**config.mk**
```make
export PLATFORM = sky130hd
export DESIGN_NAME = masked_crc32c_record_deframer
export DESIGN_NICKNAME = d
export VERILOG_FILES = /design/src/rtl/mcdf_pkg.sv /design/src/rtl/masked_crc32c_record_deframer.sv /design/src/rtl/mcdf_front.sv /design/src/rtl/mcdf_queue.sv /design/src/rtl/mcdf_back.sv
export SDC_FILE = /design/constraint.sdc
export NUM_CORES = 1
export LEC_CHECK = 0
export ABC_AREA = 1
export BUFFER_PORTS_ARGS = -buffer_cell sky130_fd_sc_hd__buf_4
export CELL_PAD_IN_SITES_DETAIL_PLACEMENT = 1
export CELL_PAD_IN_SITES_GLOBAL_PLACEMENT = 1
export CORE_MARGIN = 8
export CORE_UTILIZATION = 52
export CTS_BUF_LIST = sky130_fd_sc_hd__clkbuf_8
export DETAILED_ROUTE_END_ITERATION = 7
export GPL_TIMING_DRIVEN = 0
export HOLD_SLACK_MARGIN = 0.02
export PLACE_DENSITY_LB_ADDON = 0.1
export SYNTH_ARGS = -nofsm -noshare
export SYNTH_HDL_FRONTEND = slang
export SYNTH_SLANG_ARGS = --single-unit
```
**constraint.sdc**
```tcl
create_clock -name clock -period 11.3 [get_ports clock]
set_clock_uncertainty 0.1 [all_clocks]
set_input_delay 0.565 -clock clock [delete_from_list [all_inputs] [get_ports clock]]
set_output_delay 0.565 -clock clock [all_outputs]
set_load 0.02 [all_outputs]
```
**src/rtl/mcdf_pkg.sv**
```systemverilog
package mcdf_pkg;

   localparam int unsigned QUEUE_DEPTH_DEF = 2;

   localparam logic [31:0] MAX_LEN_RESET = 32'd16777216;
   localparam logic [31:0] MASK_DELTA    = 32'ha282ead8;
   localparam logic [31:0] CRC_POLY      = 32'h82f63b78;
   localparam logic [31:0] CRC_INIT      = 32'hffffffff;

   typedef enum logic [1:0] {
      PH_LEN,
      PH_LCRC,
      PH_PAY,
      PH_PCRC
   } phase_type;

   typedef enum logic [2:0] {
      OP_CRC,
      OP_PAY,
      OP_LCRC_FIN,
      OP_PCRC_FIN,
      OP_END,
      OP_TRUNC
   } op_type;

   typedef enum logic [2:0] {
      KIND_BYTE  = 3'd0,
      KIND_GOOD  = 3'd1,
      KIND_LCRC  = 3'd2,
      KIND_PCRC  = 3'd3,
      KIND_LONG  = 3'd4,
      KIND_TRUNC = 3'd5,
      KIND_END   = 3'd6
   } kind_type;

   typedef struct packed {
      op_type      op;
      logic [7:0]  data;
      logic        last;
      logic        too_long;
      logic [31:0] crc_rcv;
      logic [31:0] length;
      logic [47:0] offset;
   } tag_type;

   function automatic logic [31:0] crc_byte(input logic [31:0] crc, input logic [7:0] data);
      logic [31:0] c;
      c = crc ^ {24'd0, data};
      for (int i = 0; i < 8; i++) begin
         c = c[0] ? ((c >> 1) ^ CRC_POLY) : (c >> 1);
      end
      return c;
   endfunction

   // Undo the mask: subtract the offset, then rotate left by 15.
   function automatic logic [31:0] unmask_crc(input logic [31:0] masked);
      logic [31:0] r;
      r = masked - MASK_DELTA;
      return {r[16:0], r[31:17]};
   endfunction

endpackage

```
**src/rtl/masked_crc32c_record_deframer.sv**
```systemverilog
// Record deframer for a stream of length-prefixed records, each protected by masked CRC32C
// values over its length field and its payload. One byte, or the end-of-stream marker, is
// taken per word; the block sustains one word per clock when the result side keeps up. A
// word passes through front classification into a queue, two words deep by default, then the
// CRC unit, whose result is held in the output register. The per-cycle rate is set by the
// bytewise CRC32C update in the back end. Payload bytes come out as they arrive, the last
// one marked, followed by a record-good word; any CRC error, oversize length, truncation or
// clean end is reported once, after which the block stays silent until reset. The maximum
// record length register may be written whenever the block is idle.
module masked_crc32c_record_deframer
   import mcdf_pkg::*;
#(
   parameter int unsigned QUEUE_DEPTH = QUEUE_DEPTH_DEF
) (
   input  logic        clock,
   input  logic        reset,
   input  logic        req_valid,
   output logic        req_ready,
   input  logic [7:0]  req_in_byte,
   input  logic        req_end_of_stream,
   output logic        rsp_valid,
   input  logic        rsp_ready,
   output logic [2:0]  rsp_out_kind,
   output logic [7:0]  rsp_out_byte,
   output logic        rsp_out_last,
   output logic [31:0] rsp_record_length,
   output logic [47:0] rsp_record_offset,
   output logic [31:0] rsp_records_seen,
   output logic [47:0] rsp_payload_total,
   input  logic        csr_valid,
   output logic        csr_ready,
   input  logic [31:0] csr_max_record_length
);

   logic    push;
   tag_type push_tag;
   logic    q_full;
   logic    q_pop;
   logic    q_valid;
   tag_type q_tag;

   mcdf_front u_front (
      .clock                 (clock),
      .reset                 (reset),
      .req_valid             (req_valid),
      .req_ready             (req_ready),
      .req_in_byte           (req_in_byte),
      .req_end_of_stream     (req_end_of_stream),
      .csr_valid             (csr_valid),
      .csr_ready             (csr_ready),
      .csr_max_record_length (csr_max_record_length),
      .q_full                (q_full),
      .push                  (push),
      .push_tag              (push_tag)
   );

   mcdf_queue #(
      .DEPTH (QUEUE_DEPTH)
   ) u_queue (
      .clock      (clock),
      .reset      (reset),
      .push       (push),
      .push_tag   (push_tag),
      .full       (q_full),
      .pop        (q_pop),
      .head_valid (q_valid),
      .head_tag   (q_tag)
   );

   mcdf_back u_back (
      .clock             (clock),
      .reset             (reset),
      .q_valid           (q_valid),
      .q_tag             (q_tag),
      .q_pop             (q_pop),
      .rsp_valid         (rsp_valid),
      .rsp_ready         (rsp_ready),
      .rsp_out_kind      (rsp_out_kind),
      .rsp_out_byte      (rsp_out_byte),
      .rsp_out_last      (rsp_out_last),
      .rsp_record_length (rsp_record_length),
      .rsp_record_offset (rsp_record_offset),
      .rsp_records_seen  (rsp_records_seen),
      .rsp_payload_total (rsp_payload_total)
   );

endmodule

```
**src/rtl/mcdf_front.sv**
```systemverilog
module mcdf_front
   import mcdf_pkg::*;
(
   input  logic        clock,
   input  logic        reset,
   input  logic        req_valid,
   output logic        req_ready,
   input  logic [7:0]  req_in_byte,
   input  logic        req_end_of_stream,
   input  logic        csr_valid,
   output logic        csr_ready,
   input  logic [31:0] csr_max_record_length,
   input  logic        q_full,
   output logic        push,
   output tag_type     push_tag
);

   phase_type   phase_ff, phase_in;
   logic [31:0] count_ff, count_in;
   logic [31:0] len_lo_ff, len_lo_in;
   logic        len_hi_ff, len_hi_in;
   logic [31:0] rcv_ff, rcv_in;
   logic [47:0] pos_ff, pos_in;
   logic [47:0] start_ff, start_in;
   logic        halted_ff, halted_in;
   logic [31:0] max_len_ff;

   logic        step;
   logic        byte_fin;
   logic        len_zero;
   logic        too_long;
   logic [31:0] rcv_next;

   assign req_ready = !q_full;
   assign csr_ready = 1'b1;
   assign step      = req_valid && req_ready && !halted_ff;
   assign byte_fin  = (count_ff[1:0] == 2'd3);
   assign len_zero  = !len_hi_ff && (len_lo_ff == 32'd0);
   assign too_long  = len_hi_ff || (len_lo_ff > max_len_ff);
   assign rcv_next  = {req_in_byte, rcv_ff[31:8]};

   always_comb begin
      phase_in = phase_ff;
      if (step && !req_end_of_stream) begin
         unique case (phase_ff)
            PH_LEN: begin
               if (count_ff[2:0] == 3'd7) phase_in = PH_LCRC;
            end
            PH_LCRC: begin
               if (byte_fin && !too_long) phase_in = len_zero ? PH_PCRC : PH_PAY;
            end
            PH_PAY: begin
               if (count_ff == 32'd1) phase_in = PH_PCRC;
            end
            PH_PCRC: begin
               if (byte_fin) phase_in = PH_LEN;
            end
            default: phase_in = phase_ff;
         endcase
      end
   end

   always_comb begin
      count_in  = count_ff;
      len_lo_in = len_lo_ff;
      len_hi_in = len_hi_ff;
      rcv_in    = rcv_ff;
      pos_in    = pos_ff;
      start_in  = start_ff;
      halted_in = halted_ff;
      push      = 1'b0;
      push_tag.op       = OP_CRC;
      push_tag.data     = req_in_byte;
      push_tag.last     = 1'b0;
      push_tag.too_long = too_long;
      push_tag.crc_rcv  = rcv_next;
      push_tag.length   = len_hi_ff ? 32'hffffffff : len_lo_ff;
      push_tag.offset   = start_ff;
      if (step) begin
         if (req_end_of_stream) begin
            halted_in   = 1'b1;
            push        = 1'b1;
            push_tag.op = (phase_ff == PH_LEN && count_ff == 32'd0) ? OP_END : OP_TRUNC;
         end else begin
            pos_in = pos_ff + 48'd1;
            unique case (phase_ff)
               PH_LEN: begin
                  push        = 1'b1;
                  push_tag.op = OP_CRC;
                  if (!count_ff[2]) begin
                     len_lo_in[{count_ff[1:0], 3'b000} +: 8] = req_in_byte;
                  end else if (req_in_byte != 8'd0) begin
                     len_hi_in = 1'b1;
                  end
                  count_in = (count_ff[2:0] == 3'd7) ? 32'd0 : count_ff + 32'd1;
               end
               PH_LCRC: begin
                  rcv_in   = rcv_next;
                  count_in = count_ff + 32'd1;
                  if (byte_fin) begin
                     push        = 1'b1;
                     push_tag.op = OP_LCRC_FIN;
                     if (too_long) begin
                        halted_in = 1'b1;
                     end else begin
                        count_in = len_zero ? 32'd0 : len_lo_ff;
                     end
                  end
               end
               PH_PAY: begin
                  push          = 1'b1;
                  push_tag.op   = OP_PAY;
                  push_tag.last = (count_ff == 32'd1);
                  count_in      = count_ff - 32'd1;
               end
               PH_PCRC: begin
                  rcv_in   = rcv_next;
                  count_in = count_ff + 32'd1;
                  if (byte_fin) begin
                     push        = 1'b1;
                     push_tag.op = OP_PCRC_FIN;
                     count_in    = 32'd0;
                     len_lo_in   = 32'd0;
                     len_hi_in   = 1'b0;
                     start_in    = pos_ff + 48'd1;
                  end
               end
               default: halted_in = halted_ff;
            endcase
         end
      end
   end

   always_ff @(posedge clock) begin
      if (reset) begin
         phase_ff   <= PH_LEN;
         count_ff   <= 32'd0;
         len_lo_ff  <= 32'd0;
         len_hi_ff  <= 1'b0;
         pos_ff     <= 48'd0;
         start_ff   <= 48'd0;
         halted_ff  <= 1'b0;
         max_len_ff <= MAX_LEN_RESET;
      end else begin
         phase_ff  <= phase_in;
         count_ff  <= count_in;
         len_lo_ff <= len_lo_in;
         len_hi_ff <= len_hi_in;
         pos_ff    <= pos_in;
         start_ff  <= start_in;
         halted_ff <= halted_in;
         if (csr_valid) begin
            max_len_ff <= csr_max_record_length;
         end
      end
   end

   always_ff @(posedge clock) begin
      rcv_ff <= rcv_in;
   end

endmodule

```
**src/rtl/mcdf_queue.sv**
```systemverilog
module mcdf_queue
   import mcdf_pkg::*;
#(
   parameter int unsigned DEPTH = QUEUE_DEPTH_DEF
) (
   input  logic    clock,
   input  logic    reset,
   input  logic    push,
   input  tag_type push_tag,
   output logic    full,
   input  logic    pop,
   output logic    head_valid,
   output tag_type head_tag
);

   localparam int unsigned AW = (DEPTH > 1) ? $clog2(DEPTH) : 1;
   localparam int unsigned CW = $clog2(DEPTH + 1);

   tag_type         entry_ff [DEPTH];
   logic [AW-1:0]   wr_ptr_ff, wr_ptr_in;
   logic [AW-1:0]   rd_ptr_ff, rd_ptr_in;
   logic [CW-1:0]   count_ff, count_in;

   assign full       = (count_ff == CW'(DEPTH));
   assign head_valid = (count_ff != '0);
   assign head_tag   = entry_ff[rd_ptr_ff];

   always_comb begin
      wr_ptr_in = wr_ptr_ff;
      rd_ptr_in = rd_ptr_ff;
      count_in  = count_ff;
      if (push) begin
         wr_ptr_in = (wr_ptr_ff == AW'(DEPTH - 1)) ? '0 : wr_ptr_ff + AW'(1);
      end
      if (pop) begin
         rd_ptr_in = (rd_ptr_ff == AW'(DEPTH - 1)) ? '0 : rd_ptr_ff + AW'(1);
      end
      if (push && !pop) begin
         count_in = count_ff + CW'(1);
      end else if (pop && !push) begin
         count_in = count_ff - CW'(1);
      end
   end

   always_ff @(posedge clock) begin
      if (reset) begin
         wr_ptr_ff <= '0;
         rd_ptr_ff <= '0;
         count_ff  <= '0;
      end else begin
         wr_ptr_ff <= wr_ptr_in;
         rd_ptr_ff <= rd_ptr_in;
         count_ff  <= count_in;
      end
   end

   always_ff @(posedge clock) begin
      if (push) begin
         entry_ff[wr_ptr_ff] <= push_tag;
      end
   end

   assert property (@(posedge clock) disable iff (reset) !(push && full))
      else $error("queue written while full");

   assert property (@(posedge clock) disable iff (reset) pop |-> head_valid)
      else $error("queue read while empty");

endmodule

```
**src/rtl/mcdf_back.sv**
```systemverilog
module mcdf_back
   import mcdf_pkg::*;
(
   input  logic        clock,
   input  logic        reset,
   input  logic        q_valid,
   input  tag_type     q_tag,
   output logic        q_pop,
   output logic        rsp_valid,
   input  logic        rsp_ready,
   output logic [2:0]  rsp_out_kind,
   output logic [7:0]  rsp_out_byte,
   output logic        rsp_out_last,
   output logic [31:0] rsp_record_length,
   output logic [47:0] rsp_record_offset,
   output logic [31:0] rsp_records_seen,
   output logic [47:0] rsp_payload_total
);

   logic [31:0] crc_ff, crc_in;
   logic        halted_ff, halted_in;
   logic [31:0] good_ff, good_in;
   logic [47:0] total_ff, total_in;
   logic        rsp_valid_ff, rsp_valid_in;
   kind_type    kind_ff, kind_in;
   logic [7:0]  byte_ff, byte_in;
   logic        last_ff, last_in;
   logic [31:0] length_ff;
   logic [47:0] offset_ff;
   logic [31:0] seen_ff;
   logic [47:0] sum_ff;

   logic        load;
   logic        crc_ok;

   assign q_pop  = q_valid && (!rsp_valid_ff || rsp_ready);
   assign crc_ok = (unmask_crc(q_tag.crc_rcv) == ~crc_ff);

   always_comb begin
      crc_in    = crc_ff;
      halted_in = halted_ff;
      good_in   = good_ff;
      total_in  = total_ff;
      load      = 1'b0;
      kind_in   = KIND_BYTE;
      byte_in   = 8'd0;
      last_in   = 1'b0;
      if (q_pop && !halted_ff) begin
         unique case (q_tag.op)
            OP_CRC: begin
               crc_in = crc_byte(crc_ff, q_tag.data);
            end
            OP_PAY: begin
               crc_in  = crc_byte(crc_ff, q_tag.data);
               load    = 1'b1;
               kind_in = KIND_BYTE;
               byte_in = q_tag.data;
               last_in = q_tag.last;
            end
            OP_LCRC_FIN: begin
               if (!crc_ok) begin
                  halted_in = 1'b1;
                  load      = 1'b1;
                  kind_in   = KIND_LCRC;
               end else if (q_tag.too_long) begin
                  halted_in = 1'b1;
                  load      = 1'b1;
                  kind_in   = KIND_LONG;
               end else begin
                  crc_in = CRC_INIT;
               end
            end
            OP_PCRC_FIN: begin
               load = 1'b1;
               if (!crc_ok) begin
                  halted_in = 1'b1;
                  kind_in   = KIND_PCRC;
               end else begin
                  good_in  = good_ff + 32'd1;
                  total_in = total_ff + {16'd0, q_tag.length};
                  kind_in  = KIND_GOOD;
                  crc_in   = CRC_INIT;
               end
            end
            OP_END: begin
               halted_in = 1'b1;
               load      = 1'b1;
               kind_in   = KIND_END;
            end
            OP_TRUNC: begin
               halted_in = 1'b1;
               load      = 1'b1;
               kind_in   = KIND_TRUNC;
            end
            default: load = 1'b0;
         endcase
      end
      if (load) begin
         rsp_valid_in = 1'b1;
      end else if (rsp_ready) begin
         rsp_valid_in = 1'b0;
      end else begin
         rsp_valid_in = rsp_valid_ff;
      end
   end

   always_ff @(posedge clock) begin
      if (reset) begin
         crc_ff       <= CRC_INIT;
         halted_ff    <= 1'b0;
         good_ff      <= 32'd0;
         total_ff     <= 48'd0;
         rsp_valid_ff <= 1'b0;
      end else begin
         crc_ff       <= crc_in;
         halted_ff    <= halted_in;
         good_ff      <= good_in;
         total_ff     <= total_in;
         rsp_valid_ff <= rsp_valid_in;
      end
   end

   always_ff @(posedge clock) begin
      if (load) begin
         kind_ff   <= kind_in;
         byte_ff   <= byte_in;
         last_ff   <= last_in;
         length_ff <= q_tag.length;
         offset_ff <= q_tag.offset;
         seen_ff   <= good_in;
         sum_ff    <= total_in;
      end
   end

   assign rsp_valid         = rsp_valid_ff;
   assign rsp_out_kind      = kind_ff;
   assign rsp_out_byte      = byte_ff;
   assign rsp_out_last      = last_ff;
   assign rsp_record_length = length_ff;
   assign rsp_record_offset = offset_ff;
   assign rsp_records_seen  = seen_ff;
   assign rsp_payload_total = sum_ff;

   assert property (@(posedge clock) disable iff (reset)
      (halted_ff && !rsp_valid_ff) |=> !rsp_valid_ff)
      else $error("word produced after the deframer halted");

   assert property (@(posedge clock) disable iff (reset)
      (rsp_valid_ff && kind_ff != KIND_BYTE) |-> (byte_ff == 8'd0 && !last_ff))
      else $error("status word carries payload byte data");

   assert property (@(posedge clock) disable iff (reset)
      !$stable(good_ff) |-> (rsp_valid_ff && kind_ff == KIND_GOOD))
      else $error("record count moved without a record-good word");

endmodule
```
==> impl_metrics.env <==
export IMPL_status="finished, final reports clean"
export IMPL_clock_sinks=745
export IMPL_rows=98
export IMPL_synth_top_cell_area_share_pct=34.78
export IMPL_worst_hold_path_endpoint="u_front.max_len_ff[11]"
export IMPL_drtPass1Iterations=5
export IMPL_synth_area_leader_cell="edfxtp_1"
export IMPL_viasPerCell=5.684
export IMPL_nets=4968
export IMPL_grt_pass1_wl_mm=204.9
export IMPL_async_flop_share_pct=0
export IMPL_core_area_sq_um=71120
export IMPL_wirelength_mm=135.0
export IMPL_stdcell_count=5907
export IMPL_netlist_area_sq_um=37120
export IMPL_hold_path_class="in2reg"
export IMPL_synth_area_leaders="edfxtp_1, dfxtp_1, nand2_1"
export IMPL_crit_required_ns=11.73
export IMPL_r2r_cells=22
export IMPL_synth_area_per_cell_sq_um=8.361
export IMPL_grt_pass1_vias=34950
export IMPL_slowest_delay_ns=0.75
export IMPL_worst_pin_slew_ns=1.221
export IMPL_numPortBuffers=218
export IMPL_power_density_nw_per_um2=266.2
export IMPL_grt_overflow=0
export IMPL_critPathCaptureType="flop"
export IMPL_hold_slack_ns=0.1150
export IMPL_h_tree_depth=4
export IMPL_fin_crit_sh_pct=55.42
export IMPL_worst_path_most_repeated_cell="nand2_1"
export IMPL_ctsResizeCount=0
export IMPL_post_place_ws_ns=5.099
export IMPL_drtIter0Drc=2707
export IMPL_synth_edf_count=430
export IMPL_ff2ff_setup_slack_ns=5.04
export IMPL_dpl_hpwl_mm=94.14
export IMPL_finalHoldViolCount=0
export IMPL_max_freq_ghz=0.1597
export IMPL_die_w_um=283.2
export IMPL_ys_flop_type="edfxtp_1"
export IMPL_vdd_ir_drop_max_v=0.0001998
export IMPL_worst_slack_ns=5.038
export IMPL_dp_cells=5618
export IMPL_yosys_warnings=0
export IMPL_drc=0
export IMPL_fp_dieArea_sq_um=80200
export IMPL_io_pins=221
export IMPL_clk_latency_ns=0.81
export IMPL_clkTransAtPathRegs_ns=0.07
export IMPL_power_leakage_nw=19.33
export IMPL_place_congestion=0.9435
export IMPL_min_period_ns=6.262
export IMPL_grt_total_usage_pct=32.40
export IMPL_ys_seq_area_share_pct=51.77
export IMPL_yosys_cell_count_top_type="nand2_1"
export IMPL_setup_tns_ns=0
export IMPL_rsz0062_at_grt="false"
export IMPL_cp_slowest_cell="clkbuf_1"
export IMPL_start_util_pct=52.20
export IMPL_synth_seq_cells=745
export IMPL_fill_cells=8550
export IMPL_whs_path_depth=3
export IMPL_r2r_end="u_back.rsp_payload_total[38]"
export IMPL_synth_common_cells="nand2_1, inv_1, edfxtp_1, nor2_1, dfxtp_1"
export IMPL_wl_met1_mm=54.72
export IMPL_ctsRootBufferMaster="clkbuf_8"
export IMPL_num_vias=33580
export IMPL_cts_buffers_inserted=130
export IMPL_timing_critical_path_fanout_max=10
export IMPL_grt_max_degree=92
export IMPL_drive_gt1_share_pct=10.66
export IMPL_antenna_found_initial=5
export IMPL_syn_inst=4440
export IMPL_path_delay_family="buffers and inverters"
export IMPL_cts_buffer_depth=3
export IMPL_maxSlewViolCount=0
export IMPL_start_kind="flop"
export IMPL_top_layer_used="met4"
export IMPL_setup_violations=0
export IMPL_cts_tree="built"
export IMPL_cap_violations=0
export IMPL_ys_types=61
export IMPL_crit_buf_inv=6
export IMPL_hp_start="csr_max_record_length[11]"
export IMPL_syn2layout_area_growth_pct=17.10
export IMPL_critPathKind="reg2reg"
export IMPL_maxSlewHeadroom_pct=18.63
export IMPL_post_drt_wl_per_cell_um=22.86
export IMPL_wl_met3_mm=8.512
export IMPL_postSynthNetCount=4565
export IMPL_worstPathArrival_ns=6.69
export IMPL_die_h_um=283.2
export IMPL_ant_nets=0
export IMPL_path_cells="inv_2, buf_6, buf_2, clkbuf_1, clkbuf_1, nand2_1, nand2_1, ha_1, inv_1, fa_1, o21ai_0, a21boi_0, o21ai_0, nand3_1, nand2_1, a31oi_1, o21ai_0, nand3_1, nor2_1, nand2_1, nand2_1, nand2_1"
export IMPL_met2_length_mm=65.60
[routing by layer]
metal,up-vias,GRT usage [%]
met2,1295,55.30
met3,377,5.859
met1,16520,39.50
met4,0,15.48
met5,-,0
li1,15380,-
[kinds of logic after synthesis]
logic type               count (synthesis)  synth area share (%)
flip-flops                             745                 51.77
buffers and inverters                  800                 8.298
XOR/XNOR                               208                 5.268
adder cells (fa/ha/maj)                 79                 2.683
AO/OA/AOI/OAI                          737                 10.85
other                                    1               0.01010
AND/OR/NAND/NOR                       1870                 21.13
[cell type report]
| type | count | area [sq um] | area share (%) |
|---|---|---|---|
| clock inverters | 89 | 745.7 | 1.715 |
| diodes | 5 | 12.51 | 0.02878 |
| flip-flops and latches | 745 | 19220 | 44.21 |
| multi-input cells | 2895 | 14850 | 34.16 |
| plain buffers | 147 | 629.4 | 1.448 |
| clock buffers | 152 | 2092 | 4.812 |
| repair buffers | 271 | 2277 | 5.238 |
| inverters | 653 | 2459 | 5.656 |
| well taps | 950 | 1189 | 2.734 |
[through the flow]
step	area, sq um	util, %	power (mW)
6_report	43470	61.13	11.57
5_1_grt	43470	61.13	12.12
4_1_cts	43450	61.10	11.44
3_5_place_dp	40180	56.50	8.696
3_3_place_gp	39950	56.17	8.562
2_1_floorplan	37120	-	7.115
[worst max path at each step]
| stage | endpoint | depth (start not counted) |
|---|---|---|
| floorplan | u_queue.entry_ff[1][0] | 4 |
| global placement | u_queue.entry_ff[1][17] | 4 |
| detailed placement | u_back.rsp_payload_total[38] | 22 |
| CTS | u_back.rsp_payload_total[38] | 22 |
| global route | u_back.rsp_payload_total[38] | 22 |
| finish | u_back.rsp_payload_total[38] | 22 |
[placed cells by master (no fill, tap or decap), drive strengths merged, types with 7 or more instances in the layout]
cell type    count
nand2         1069
inv            707
edfxtp         430
nor2           381
dfxtp          315
o21ai          314
a21oi          285
buf            265
clkbuf         262
nand3          211
xor2           167
ha              78
nor3            74
nand4           46
a211oi          44
dlygate4sd3     43
xnor2           40
nor4            38
a31oi           26
o211ai          25
or2             24
clkinv          24
nand3b          12
and2             9
bufinv           9
o21a             8
o31ai            7
[flip-flops by register name, indices dropped and copies added (netlist names), 2 cells and up, named ones only]
register,count
u_front.max_len_ff,32
u_back.rsp_records_seen,32
u_back.rsp_payload_total,48
u_front.pos_ff,48
u_back.rsp_out_kind,3
u_queue.count_ff,2
u_front.start_ff,48
u_back.rsp_out_byte,8
u_back.total_ff,48
u_queue.entry_ff,234
u_front.count_ff,32
u_front.len_lo_ff,32
u_front.rcv_ff,24
u_back.good_ff,32
u_front.phase_ff,2
u_back.rsp_record_offset,48
u_back.rsp_record_length,32
u_back.crc_ff,32
[what timing repair did]
item / 4_1_cts / 5_1_grt
hold buffers: 43 / 0
setup buffers: 0 / 0
hold endpoints to repair: 62 / 0
[report_power, final]
| group | total (mW) | leakage (nW) | internal [mW] | switching, mW |
|---|---|---|---|---|
| registers | 3.80 | 6.63 | 3.50 | 0.296 |
| logic | 5.01 | 11.1 | 1.62 | 3.39 |
| clock network | 2.76 | 1.61 | 1.47 | 1.29 |
[worst register-to-register path: stages (launching register included)]
cell and delay, ns:
dfxtp_1 0.39, inv_2 0.18, buf_6 0.18, buf_2 0.28, clkbuf_1 0.75, clkbuf_1 0.46, nand2_1 0.13, nand2_1 0.20
ha_1 0.22, inv_1 0.07, fa_1 0.41, o21ai_0 0.33, a21boi_0 0.20, o21ai_0 0.43, nand3_1 0.12, nand2_1 0.21
a31oi_1 0.19, o21ai_0 0.32, nand3_1 0.25, nor2_1 0.34, nand2_1 0.09, nand2_1 0.10, nand2_1 0.07
Power figures use the tool's default switching activity.
